===== src/rtl/core/gtoe_mul_round.sv =====
// Three-stage signed multiplier: magnitude product in two partial products, round half up, sign.
`timescale 1ns / 1ps

module gtoe_mul_round #(
  parameter int AW = 32,
  parameter int BW = 32,
  parameter int RW = 32,
  parameter int SHIFT = 30
) (
  input  logic                 clk,
  input  logic                 en,
  input  logic signed [AW-1:0] a,
  input  logic signed [BW-1:0] b,
  output logic signed [RW-1:0] res
);

  localparam int LOW_W = 16;
  localparam int SW = AW + BW + 1;
  localparam logic [SW-1:0] RND = SW'(1) << (SHIFT - 1);

  logic [AW-1:0] ma;
  logic [BW-1:0] mb;
  logic [LOW_W+BW-1:0] pp_lo;
  logic [AW-LOW_W+BW-1:0] pp_hi;
  logic neg1;
  logic neg2;
  logic [SW-1:0] sum;
  logic [SW-1:0] sum_sh;
  logic [RW-1:0] mag;

  // Operand magnitudes.
  assign ma = a[AW-1] ? AW'(-a) : AW'(a);
  assign mb = b[BW-1] ? BW'(-b) : BW'(b);

  // Partial products over the low and high part of the first operand.
  always_ff @(posedge clk) begin
    if (en) begin
      pp_lo <= ma[LOW_W-1:0] * mb;
      pp_hi <= ma[AW-1:LOW_W] * mb;
      neg1 <= a[AW-1] ^ b[BW-1];
    end
  end

  // Combine, round and scale the magnitude.
  assign sum = {pp_hi, LOW_W'(0)} + SW'(pp_lo) + RND;
  assign sum_sh = sum >> SHIFT;

  always_ff @(posedge clk) begin
    if (en) begin
      mag <= RW'(sum_sh);
      neg2 <= neg1;
    end
  end

  // Apply the sign, which rounds halves away from zero.
  always_ff @(posedge clk) begin
    if (en) begin
      res <= neg2 ? RW'(-mag) : mag;
    end
  end

endmodule


===== config.mk =====
export PLATFORM = sky130hd
export DESIGN_NAME = gtoe_mul_round
export DESIGN_NICKNAME = d
export VERILOG_FILES = /design/src/rtl/core/gtoe_mul_round.sv
export SDC_FILE = /design/constraint.sdc
export NUM_CORES = 2
export LEC_CHECK = 0
export ABC_AREA = 1
export ABC_CLOCK_PERIOD_IN_PS = 9700
export BUFFER_PORTS_ARGS = -buffer_cell sky130_fd_sc_hd__clkbuf_2
export CORE_ASPECT_RATIO = 0.5
export CORE_MARGIN = 2
export CORE_UTILIZATION = 25
export DETAILED_ROUTE_END_ITERATION = 6
export GPL_TIMING_DRIVEN = 0
export PLACE_DENSITY = 0.45
export SLEW_MARGIN = 20
export SYNTH_ARGS = -nofsm -noshare
export SYNTH_HDL_FRONTEND = slang
export SYNTH_SLANG_ARGS = --single-unit
export TNS_END_PERCENT = 1

===== constraint.sdc =====
create_clock -name clk -period 9.7 [get_ports clk]
set_clock_uncertainty 0.15 [all_clocks]
set_input_delay 0.97 -clock clk [delete_from_list [all_inputs] [get_ports clk]]
set_output_delay 0.97 -clock clk [all_outputs]
set_load 0.01 [all_outputs]

* After elaboration in Yosys (flattened, before gate mapping)
Index checks and enable logic that the tools add are counted.
** Storage, ports and cells
- Register bits :: 160
- Bits in latches :: 0
- Bits in writable memories :: 0
- ROM bits :: 0
- Input bits :: 66
- Output and inout port bits :: 32
- Word-level logic and storage cells :: 17
- Memories :: 0
** Cells by class
- $add $sub $neg :: 5
- $mul :: 2
- Divide/modulo/power cells :: 0
- Magnitude comparators :: 0
- Eq/ne operators :: 0
- Shifts and indexed selects :: 0
- Mux-type cells :: 3
- Bitwise logic cells :: 1
- Reduce and logical (&&, ||, !) cells :: 0
** Operators by type and width (count)
- two-way mux 32 bit :: 3
- negator 32 bit :: 3
- adder 62 x 30 -> 62 bit (second input constant) :: 1
- adder 62 x 48 -> 62 bit :: 1
- multiplier 16 x 32 -> 48 bit :: 1
- multiplier 16 x 32 -> 46 bit :: 1
- bitwise XOR 1 bit :: 1

* Longest topological paths before layout
- Depth in word-level cells :: 3
- Depth in mapped cells :: 40
- Depth with buffers taken out :: 38

* Worst setup path after synthesis
No wires, ideal clock.
- Kind :: input -> register
- From :: in b[0]
- To :: reg pp_lo[31] (data pin)
- Setup time :: 259 ps
- Arrival :: 7642 ps
- Data required time :: 9291 ps
- Path slack :: 1649 ps
- Stages :: 36
- Path buffers :: 3
- Cells stage by stage :: buf_6 -> clkinv_4 -> clkbuf_1 -> ha_1 -> nand3_4 -> nor3_4 -> nand2_1 -> inv_2 -> nand2_1 -> o31ai_4 -> xor2_2 -> buf_4 -> nand2_1 -> fa_1 -> inv_1 -> fa_1 -> inv_1 -> fa_1 -> inv_1 -> fa_1 -> fa_1 -> inv_1 -> fa_1 -> inv_1 -> ha_1 -> a21oi_1 -> inv_1 -> a31oi_1 -> nor2_1 -> nor2_1 -> nand2_1 -> inv_1 -> nand2_1 -> nand2_1 -> nand2_1 -> xor2_1
** Between the ends
- Longest elaborated chain between the ends :: 3
** Ends and longest elaborated chain
- start: declaration :: RTL line 13 : input logic signed [BW-1:0] b,
- negator 32 bit :: RTL line 33 : assign mb = b[BW-1] ? BW'(-b) : BW'(b);
- two-way mux 32 bit (*) :: RTL line 33
- multiplier 16 x 32 -> 48 bit (*) :: RTL line 38 : pp_lo <= ma[LOW_W-1:0] * mb;
- end signal: assignment :: RTL line 38
- end: declaration :: RTL line 23 : logic [LOW_W+BW-1:0] pp_lo;
Every way passes the cells marked *; elsewhere a longest branch is shown, timed or not.
A chain may end at the register's enable or synchronous reset.

* Final worst setup path
- From :: in a[0]
- To :: reg pp_hi[45] (data pin)
** Between the ends
- Longest elaborated chain between the ends :: 3
** Ends and longest elaborated chain
- start: declaration :: RTL line 12 : input logic signed [AW-1:0] a,
- negator 32 bit :: RTL line 32 : assign ma = a[AW-1] ? AW'(-a) : AW'(a);
- two-way mux 32 bit :: RTL line 32
- multiplier 16 x 32 -> 46 bit :: RTL line 39 : pp_hi <= ma[AW-1:LOW_W] * mb;
- end signal: assignment :: RTL line 39
- end: declaration :: RTL line 24 : logic [AW-LOW_W+BW-1:0] pp_hi;
No other way between the ends.

==> flow_summary.toml <==
[clocking]
path_clk_slew_ns = 0.07
root_buffer = "clkbuf_16"
clkSinkCount = 144
postCtsHoldBufs = 0
cts_buffer_depth = 2
cts_inserted_buffers = 17
cts-htree-levels = 4
cts_tree = "done"
cts_setup_buffers = 0
clk_latency_ns = 0.45

[floorplan]
die_y_um = 294.0
ioPinCount = 98
fp.coreArea_um2 = 167100
initial_core_util_pct = 25.17
die_area_um2 = 171700
die_x_um = 584.1
placementRows = 106

[yosys]
synth_sequential_area_ratio_pct = 10.28
ys_ff_latch = 144
synth_cell_types = 53
synthCells = 5297
async_flop_share_pct = 0
netlist_area_um2 = 42060
yosys_warnings = 0
syn_nets = 6488
synth-edff-count = 144
synthFlopType = "edfxtp_1"
synth_area_per_cell_um2 = 7.940

[sta]
drv_slew = 0
fmax_mhz = 104.4
setup_viol = 0
grt_setup_unrepaired = "true"
min_period_ns = 9.580
hold_viol = 0
slew_headroom_pct = 17.66
worst_slew_pin_slew_ns = 1.228
finalCritPeriodShare_pct = 98.76

[critical_path]
crit_family = "adder cells"
cp.required_ns = 9.64
reg2reg_to = "mag[18]$_DFFE_PP_"
setup.worst_path.start_class = "input port"
critPathMaxStageDelay_ns = 0.68
reg2reg_slack_ns = 6.61
worst_path_max_delay_cell = "fa_1"
worst_r2r_path_depth = 13
crit_fanout = 10
path_class = "in2reg"
worst_path_most_repeated_cell = "fa_1"
cp-end-kind = "register"
cp.arrival_ns = 9.52
timing.rr.start = "pp_lo[21]$_DFFE_PP_"
worst-path-buf-inv = 8

[min_path]
worstHoldStart = "neg1$_DFFE_PP_"
whs_endpoint = "neg2$_DFFE_PP_"
whs_path_depth = 0
hp-class = "reg2reg"

[placed_design]
dpl.hpwl_um = 149200
port_buffers = 94
dp_cells = 7607
gp_congestion = 0.9905

[global_routing]
track_usage_pct = 20.32
first_global_vias = 35890
antenna_found_initial = 18
grt_pass1_wl_um = 251200
grt_max_degree = 91
grt.overflow.total = 0

[detailed_routing]
via_per_inst = 4.586
drt_iter0_drc = 3036
drc = 0
post_drt_wl_per_cell_um = 22.63
routed-via-count = 35050
wirelength_um = 172900
drtPass1Iterations = 5
ant_nets = 0

[finish]
drive_gt1_share_pct = 5.881
fin_cells = 7642
area_growth_pct = 9.541
nets = 6602
utilization_pct = 27.57

[outcome]
status = "finished clean"

[job]
drv_cap = 0
[area by class of cell]
type / instances / area [um^2]
multi-input combinational: 3687 / 32140
antenna: 4 / 10.01
inverter: 1306 / 4910
tap: 2214 / 2770
fill: 18530 / 121000
sequential: 144 / 4324
clock inverter: 15 / 191.4
timing repair buffer: 96 / 518.0
buffer: 159 / 785.8
clock buffer: 17 / 425.4
[cells in the mapped netlist (2+ instances only)]
| cell | count | share of area, % |
|---|---|---|
| xnor2_1 | 44 | 0.92 |
| o21ai_0 | 117 | 1.4 |
| o21bai_1 | 16 | 0.29 |
| a21oi_1 | 151 | 1.8 |
| a31oi_1 | 31 | 0.46 |
| nand3_4 | 2 | 0.083 |
| nor2_1 | 573 | 5.1 |
| o221ai_1 | 2 | 0.042 |
| nand3_2 | 5 | 0.12 |
| or2_2 | 10 | 0.15 |
| a21o_1 | 17 | 0.30 |
| a21boi_0 | 8 | 0.14 |
| nor3_4 | 3 | 0.12 |
| nand3_1 | 107 | 1.3 |
| nand2_2 | 18 | 0.27 |
| a21boi_1 | 2 | 0.036 |
| nor4_1 | 17 | 0.25 |
| o21ai_2 | 3 | 0.062 |
| xor2_1 | 94 | 2.0 |
| o31ai_1 | 5 | 0.089 |
| xnor2_2 | 2 | 0.077 |
| nor3_1 | 29 | 0.35 |
| o21ai_1 | 10 | 0.12 |
| and3_1 | 8 | 0.12 |
| or3_1 | 2 | 0.030 |
| edfxtp_1 | 144 | 10 |
| inv_1 | 1261 | 11 |
| buf_4 | 14 | 0.25 |
| nor3_2 | 3 | 0.071 |
| buf_2 | 55 | 0.65 |
| ha_1 | 291 | 8.7 |
| nand3b_1 | 5 | 0.089 |
| o21a_1 | 20 | 0.36 |
| o211ai_1 | 3 | 0.054 |
| o31ai_4 | 2 | 0.10 |
| xor2_2 | 5 | 0.19 |
| buf_6 | 7 | 0.19 |
| inv_2 | 32 | 0.29 |
| nand2_1 | 1204 | 11 |
| clkbuf_1 | 84 | 0.75 |
| nor2_2 | 6 | 0.089 |
| clkinv_1 | 12 | 0.11 |
| fa_1 | 834 | 40 |
| nand4_1 | 30 | 0.45 |
[how the worst max path moves through the flow]
stage | start | to | slack [ns] | cells past startpoint
after floorplan | b[0] | pp_lo[31]$_DFFE_PP_ | 1.65 | 36
after global placement | a[0] | pp_hi[41]$_DFFE_PP_ | -1.54 | 30
after detailed placement | b[0] | pp_hi[45]$_DFFE_PP_ | -1.12 | 31
after CTS | a[0] | pp_hi[45]$_DFFE_PP_ | 0.05 | 30
after global routing | a[0] | pp_hi[45]$_DFFE_PP_ | -0.04 | 32
final | a[0] | pp_hi[45]$_DFFE_PP_ | 0.12 | 31
[flip-flops by register name (all words and copies together) (netlist names)]
register	cells
pp_hi	46
res	32
neg2	1
neg1	1
mag	32
pp_lo	32
[cell families after synthesis]
group / Yosys count / synth area share (%)
AND/OR/NAND/NOR: 2027 / 19.41
buffers and inverters: 1466 / 13.51
adder cells (fa/ha/maj): 1125 / 48.35
AO/OA/AOI/OAI: 390 / 5.295
XOR/XNOR: 145 / 3.145
flip-flops: 144 / 10.28
[per-layer routing]
layer  track usage (%)  wire [um]
met1             29.67      81850
met2             30.20      71630
met3             4.654      15060
met4             4.540       4238
met5                 0        150
[timing repair]
action / 4_1_cts / 5_1_grt
resized for setup: 6 / 19
setup endpoints to repair: 38 / 15
gates cloned: 0 / 0
[stage by stage]
stage,hold WS (ns),worst slack [ns],setup TNS [ns],area [um^2]
after floorplan,0.2503,1.649,0,42060
after global placement,0.2569,-1.541,-57.23,45300
after detailed placement,0.2729,-1.122,-33.43,45380
after CTS,0.2895,0.04850,0,46000
after global routing,0.2941,-0.03682,-0.03953,46070
final,0.2862,0.1202,0,46070
[layout by cell type, fill, tap and decap left out, types with 8 or more instances in the layout]
cell type and n:
clkbuf_1 73, a21oi_1 151, nand2_2 19, o21bai_1 16, a21o_1 17, a21boi_0 8
fa_1 834, clkbuf_2 101, nor3_1 29, inv_2 32, edfxtp_1 144, buf_4 14
and3_1 8, buf_6 8, clkbuf_16 17, ha_1 291, a31oi_1 31, o21ai_1 10
buf_2 56, clkinv_1 10, nor2_1 572, o21ai_0 117, xnor2_1 41, nand4_1 30
or2_2 10, nand3_1 107, xor2_1 91, nor4_1 16, nand2_1 1203, o21a_1 20
inv_1 1261
Power is left out: the tool's default activity adds up to more than one toggle a clock period on the data nets, which glitch-free logic cannot reach.
