--- config.mk ---
export PLATFORM = sky130hd
export DESIGN_NAME = gtoe_cordic_cell
export DESIGN_NICKNAME = d
export VERILOG_FILES = /design/src/rtl/core/gtoe_pkg.sv /design/src/rtl/core/gtoe_cordic_cell.sv
export SDC_FILE = /design/constraint.sdc
export NUM_CORES = 1
export LEC_CHECK = 0
export BUFFER_PORTS_ARGS = -buffer_cell sky130_fd_sc_hd__buf_4
export CORE_ASPECT_RATIO = 0.6
export CORE_UTILIZATION = 45
export CTS_CLUSTER_SIZE = 25
export DETAILED_ROUTE_END_ITERATION = 12
export PLACE_DENSITY = 0.74
export SYNTH_ARGS = -nofsm -noshare
export SYNTH_HDL_FRONTEND = slang
export SYNTH_SLANG_ARGS = --single-unit
--- constraint.sdc ---
create_clock -name clk -period 4.77 [get_ports clk]
set_clock_uncertainty 0.05 [all_clocks]
set_input_delay 0.477 -clock clk [delete_from_list [all_inputs] [get_ports clk]]
set_output_delay 0.477 -clock clk [all_outputs]
set_load 0.1 [all_outputs]
--- src/rtl/core/gtoe_pkg.sv ---
// Shared types, constants and elaboration-time table functions for the geodetic converter.
`timescale 1ns / 1ps

package gtoe_pkg;

  // Field widths of the item channels and the configuration port.
  localparam int LAT_W = 30;
  localparam int LON_W = 31;
  localparam int HGT_W = 31;
  localparam int POS_W = 34;
  localparam int RADIUS_W = 33;
  localparam int ECC_W = 37;
  localparam int CFG_DATA_W = 37;
  localparam int CFG_IDX_W = 1;

  // Configuration register indexes.
  localparam logic [CFG_IDX_W-1:0] REG_RADIUS = 1'd0;
  localparam logic [CFG_IDX_W-1:0] REG_ECC = 1'd1;

  // Register reset values.
  localparam logic [RADIUS_W-1:0] RADIUS_RESET = 33'd6378137000;
  localparam logic [ECC_W-1:0] ECC_RESET = 37'd7360548675;

  // Angle constants in input units of 2^-22 degree.
  localparam logic signed [31:0] FULL_TURN = 32'sd1509949440;
  localparam logic [30:0] QUARTER_1 = 31'd377487360;
  localparam logic [30:0] QUARTER_2 = 31'd754974720;
  localparam logic [30:0] QUARTER_3 = 31'd1132462080;

  // Fixed-point constants.
  localparam logic signed [32:0] ONE_Q30 = 33'sd1073741824;
  localparam logic [31:0] ONE_Q30_U = 32'd1073741824;
  localparam int NEWTON_STAGES = 5;
  localparam logic signed [37:0] OUT_LIMIT_W = 38'sd8000000000;
  localparam logic signed [POS_W-1:0] OUT_LIMIT = 34'sd8000000000;

  // CORDIC rotation state handed from cell to cell.
  typedef struct packed {
    logic signed [32:0] x;
    logic signed [32:0] y;
    logic signed [31:0] z;
  } cordic_t;

  // Newton iteration state: argument w and running estimate y, both Q1.30.
  typedef struct packed {
    logic [31:0] w;
    logic [31:0] y;
  } newton_t;

  // Quadrant numbers of the two angles.
  typedef struct packed {
    logic [1:0] lat_q;
    logic [1:0] lon_q;
  } quad_t;

  // Sines and cosines of both angles, Q1.30.
  typedef struct packed {
    logic signed [31:0] slat;
    logic signed [31:0] clat;
    logic signed [31:0] slon;
    logic signed [31:0] clon;
  } trig_t;

  // Pi/4 in Q62 from Machin's formula.
  function automatic logic [63:0] quarter_pi_q62();
    logic [63:0] t5;
    logic [63:0] s5;
    logic [63:0] t239;
    logic [63:0] s239;
    begin
      t5 = (64'd1 << 62) / 64'd5;
      s5 = 64'd0;
      t239 = (64'd1 << 62) / 64'd239;
      s239 = 64'd0;
      for (int k = 0; k < 32; k++) begin
        if (t5 != 64'd0) begin
          if (k % 2 == 1) s5 = s5 - t5 / 64'(2 * k + 1);
          else s5 = s5 + t5 / 64'(2 * k + 1);
          t5 = t5 / 64'd25;
        end
        if (t239 != 64'd0) begin
          if (k % 2 == 1) s239 = s239 - t239 / 64'(2 * k + 1);
          else s239 = s239 + t239 / 64'(2 * k + 1);
          t239 = t239 / 64'd57121;
        end
      end
      return 64'd4 * s5 - s239;
    end
  endfunction

  localparam logic [63:0] QUARTER_PI_Q62 = quarter_pi_q62();

  // Degree-unit to Q1.30 radian scale, Q32.
  localparam logic [34:0] DEG_SCALE = 35'((QUARTER_PI_Q62 + 64'd45 * (64'd1 << 21))
                                          / (64'd45 * (64'd1 << 22)));

  // Arc tangent of 2^-i in Q1.30, rounded.
  function automatic logic [31:0] atan_q30(input int i);
    logic [63:0] sum;
    int pw;
    begin
      sum = 64'd0;
      if (i == 0) begin
        sum = QUARTER_PI_Q62;
      end else begin
        pw = 62 - i;
        for (int k = 0; k < 64; k++) begin
          if (pw >= 0) begin
            if (k % 2 == 1) sum = sum - (64'd1 << pw) / 64'(2 * k + 1);
            else sum = sum + (64'd1 << pw) / 64'(2 * k + 1);
            pw = pw - 2 * i;
          end
        end
      end
      return 32'((sum + (64'd1 << 31)) >> 32);
    end
  endfunction

  // Squared CORDIC gain in Q60 for n rotations.
  function automatic logic [63:0] gain_sq_q60(input int n);
    logic [63:0] p;
    begin
      p = 64'd1 << 60;
      for (int i = 0; i < n; i++) begin
        if (2 * i < 64) p = p + (p >> (2 * i));
      end
      return p;
    end
  endfunction

  // Integer square root by the digit method.
  function automatic logic [63:0] isqrt64(input logic [63:0] v);
    logic [63:0] rem;
    logic [63:0] r;
    logic [63:0] bitv;
    begin
      rem = v;
      r = 64'd0;
      bitv = 64'd1 << 62;
      for (int j = 0; j < 32; j++) begin
        if (bitv > rem) bitv = bitv >> 2;
      end
      for (int j = 0; j < 32; j++) begin
        if (bitv != 64'd0) begin
          if (rem >= r + bitv) begin
            rem = rem - (r + bitv);
            r = (r >> 1) + bitv;
          end else begin
            r = r >> 1;
          end
          bitv = bitv >> 2;
        end
      end
      return r;
    end
  endfunction

endpackage

--- src/rtl/core/gtoe_cordic_cell.sv ---
// One rotation-mode CORDIC cell of the sine and cosine chain.
`timescale 1ns / 1ps

module gtoe_cordic_cell #(
  parameter int STAGE = 0
) (
  input  logic              clk,
  input  logic              en,
  input  gtoe_pkg::cordic_t d_in,
  output gtoe_pkg::cordic_t d_out
);

  localparam logic signed [31:0] ATAN = $signed(gtoe_pkg::atan_q30(STAGE));

  logic signed [32:0] dx;
  logic signed [32:0] dy;

  // Floor shifts of the cross terms.
  assign dx = d_in.y >>> STAGE;
  assign dy = d_in.x >>> STAGE;

  // Rotate toward zero residual angle.
  always_ff @(posedge clk) begin
    if (en) begin
      if (!d_in.z[31]) begin
        d_out.x <= d_in.x - dx;
        d_out.y <= d_in.y + dy;
        d_out.z <= d_in.z - ATAN;
      end else begin
        d_out.x <= d_in.x + dx;
        d_out.y <= d_in.y - dy;
        d_out.z <= d_in.z + ATAN;
      end
    end
  end

endmodule

# Word level (Yosys, flattened, before mapping)
# Cells that the tools add are included.
totals:
  regBits: 98
  input_bits: 100
  wordCells: 9
op_classes:
  addsub: 5
  mux: 1
op_table:
  columns: ["operator", "n"]
  rows:
  - ["2-to-1 mux 98 bit", 1]
  - ["subtractor 33 bit", 2]
  - ["adder 33 bit", 1]
  - ["adder 32 x 31 -> 32 bit, second input constant", 1]
  - ["subtractor 32 x 31 -> 32 bit, second input constant", 1]

# Longest topological paths before layout
logic_depth:
  word_depth: 2
  depth_mapped: 14
  ltp_nobuf: 12

# Least setup slack after synthesis
# Ideal clock, no wire load.
synth_path:
  kind: "in2reg"
  start: "input d_in[31] (netlist bit)"
  end: "register d_out[28] (netlist bit) (data pin)"
  arrival_ps: 3619
  t_required_ps: 4460
  path_slack_ps: 842
  stages: 14
  n_path_buf: 3
  cell_sequence: "clkbuf_1 -> inv_1 -> clkbuf_1 -> buf_2 -> ha_1 -> a211oi_1 -> o21ai_1 -> a211oi_1 -> o31ai_1 -> a221oi_2 -> o21ai_1 -> a221o_1 -> a21oi_1 -> xnor2_1"
synth_between:
  elab_chain_len: 1
synth_rtl:
  columns: ["item", "line_no", "text"]
  rows:
  - ["start, declared", "gtoe_cordic_cell.sv:9", "input gtoe_pkg::cordic_t d_in,"]
  - ["2-to-1 mux 98 bit", "gtoe_cordic_cell.sv:25", "if (!d_in.z[31]) begin"]
  - ["end, declared", "gtoe_cordic_cell.sv:10", "output gtoe_pkg::cordic_t d_out"]
# No other way between the ends.
# A chain may end at the register's enable or synchronous reset.

# Worst setup path after layout
layout_path:
  start: "input d_in[65] (netlist bit)"
  end: "register d_out[85] (netlist bit) (data pin)"
layout_between:
  elab_chain_len: 2
  elab_cells_between_ends: 3
layout_rtl:
  columns: ["item", "line_no"]
  rows:
  - ["subtractor 33 bit or adder 33 bit (tied branches)", "gtoe_cordic_cell.sv:26, gtoe_cordic_cell.sv:30"]
  - ["2-to-1 mux 98 bit (*)", "gtoe_cordic_cell.sv:25"]
# Mark *: on every way between the ends. The rest lies on a longest branch, timed or not.

==> results_dict.tcl <==
set metrics [dict create \
    syn_nets 1377 \
    synth_warnings 0 \
    grt.busiest_layer "met1" \
    gr-usage-all-layers_pct 28.9 \
    die_w_um 194 \
    top_regs "d_out x97" \
    start_util_pct 46.7 \
    via_per_inst 5.93 \
    io_pins 198 \
    numCtsBuffers 9 \
    avgSynthCellArea_sq_um 8.68 \
    synth_cell_types 69 \
    synthFlopType "edfxtp_1" \
    grt_max_degree 83 \
    synth_common_cells "ha_1, nor2_1, a21oi_1" \
    worstSetupEndpointType "flop" \
    synth.most_common_cell "ha_1" \
    wl_per_cell_um 20.5 \
    drc 0 \
    synth-seq-area-share_pct 29.2 \
    die_h_um 117 \
    grt_util_met3_pct 9.94 \
    cts_hold_buf 0 \
    cp_data_arrival_time_ns 3.64 \
    start_kind "primary input" \
    synth_edf_count 97 \
    setup_viol 0 \
    place.gp.congestion 1.04 \
    initialDrtViolationCount 1148 \
    power.density_mw_per_mm2 366 \
    use_met1_pct 46.7 \
    hold_viol_final 0 \
    ant_nets 0 \
    cp_data_required_time_ns 4.82 \
    synth_seq_cells 97 \
    num_rows 41 \
    cts_max_level 3 \
    finalWirelength_um 33000 \
    place_area_sq_mm 0.0117 \
    critPathKind "in2reg" \
    root_buffer "clkbuf_16" \
    syn_area_sq_mm 0.00996 \
    numClockSinks 97 \
    vias 9517 \
    min_period_over_period_pct 75.2 \
    setup_tns_ns 0 \
    largest_reg_flops 97 \
    cts_tree "done" \
    fin_area_sq_mm 0.0120 \
    dieArea_sq_mm 0.0228 \
    grt_overflow 0 \
    maxCapViolations 0 \
    final_layout_size_suffix_gt1_share_pct 17.9 \
    post_cts_resized 0 \
    cts.path.max_buffers 2 \
    p_leak_nw 5.39 \
    dpl.hpwl_um 27000 \
    slew-limit-headroom_pct 34.5 \
    crit_fanout 4 \
    synth_top_area_cell "edfxtp_1" \
    finalNetCount 1552 \
    grt_pass1_wl_um 50100 \
    grt_pass1_vias 8520 \
    worst_pin_slew_ns 0.982 \
    core_sq_mm 0.0213 \
    clk_pin_slew_ns 0.07 \
    synth_top_area_share_pct 29.2 \
    status "finished clean" \
    largest-register "d_out" \
    fmax_ghz 0.279 \
    antenna_found_initial 0 \
    period_needed_ns 3.59 \
    post_cts.repair.setup_buffers 0 \
    ir_drop_mv 0.194 \
    diodes 0 \
    dr.pass1.iters 6 \
    syn-instance-count 1147 \
    hold_path_class "in2reg" \
    rsz0062_at_grt "false" \
    drv_slew 0 \
    area_growth_pct 20.3 \
    use_met2_pct 35.6 \
    async_flop_share_pct 0 \
    ys_top_cells_by_area "edfxtp_1, ha_1, xnor2_1, a21oi_1, nor2_1" \
    port_buffers 197 \
]
## power breakdown
group | total (mW) | switching (mW) | internal [mW]
Sequential | 1.18 | 0.0498 | 1.14
Clock | 0.763 | 0.348 | 0.415
Combinational | 2.44 | 1.82 | 0.622
Total | 4.39 | 2.21 | 2.17
## routing by layer
layer	routed length [um]	up-vias
met3	4560	17
met2	11600	557
li1	-	4503
met4	198	0
met5	0	-
met1	16600	4440
## metrics by stage
step / utilization [%] / worst slack [ns] / power (mW) / cells / hold slack (ns)
final: 56.2 / 1.18 / 4.39 / 1606 / 0.357
after global routing: 56.2 / 1.03 / 4.55 / 1606 / 0.351
after CTS: 56.2 / 1.29 / 4.37 / 1606 / 0.343
after detailed placement: 54.7 / 0.911 / 3.61 / 1590 / 0.716
after global placement: 54.7 / 0.946 / 3.60 / 1590 / 0.713
after floorplan: - / 0.842 / 2.99 / 1147 / 0.539
## worst paths after layout
kind | slack (ns) | endpoint | cells past startpoint | start
worst max-delay path | 1.18 | d_out[85]$_DFFE_PP_ | 13 | d_in[65]
worst min-delay path | 0.36 | d_out[0]$_DFFE_PP_ | 2 | d_in[0]
## cells by family (layout without fill, tap and decap cells)
group,count (synthesis),count (layout),synth area share [%]
DFF,97,97,29.2
AOI/OAI and AO/OA,383,383,25.5
adders and majority gates,130,130,16.6
muxes,20,20,2.02
buffers and inverters,146,326,5.65
and+or+nand+nor,283,283,13.2
xor gates and xnor gates,88,88,7.74
## critical path: stages
cell       delay [ns]
buf_4            0.12
inv_1            0.05
ha_1             0.19
fa_1             0.22
nand2b_1         0.19
a211oi_1         0.14
o41ai_2          0.44
o21ai_1          0.21
a2111oi_0        0.84
or2_2            0.27
nor3_1           0.05
a211o_1          0.32
xnor2_1          0.12
## final cells by class
type / instances / area [sq um]
fillers: 1974 / 9350
clock inverters: 6 / 73.8
well taps: 279 / 349
clock buffers: 10 / 229
flip-flops and latches: 97 / 2910
multi-input cells: 904 / 6480
repair buffers: 206 / 1550
inverters: 104 / 390
## placed cells by master, fill, tap and decap left out, drive strengths merged, types with 20 or more instances in the layout
cell,instances
nand2,51
o21ai,79
buf,206
o21bai,20
nor3,27
edfxtp,97
a21o,42
xnor2,70
nor2,117
ha,126
inv,105
a21oi,110
(Power assumes the default switching activity.)
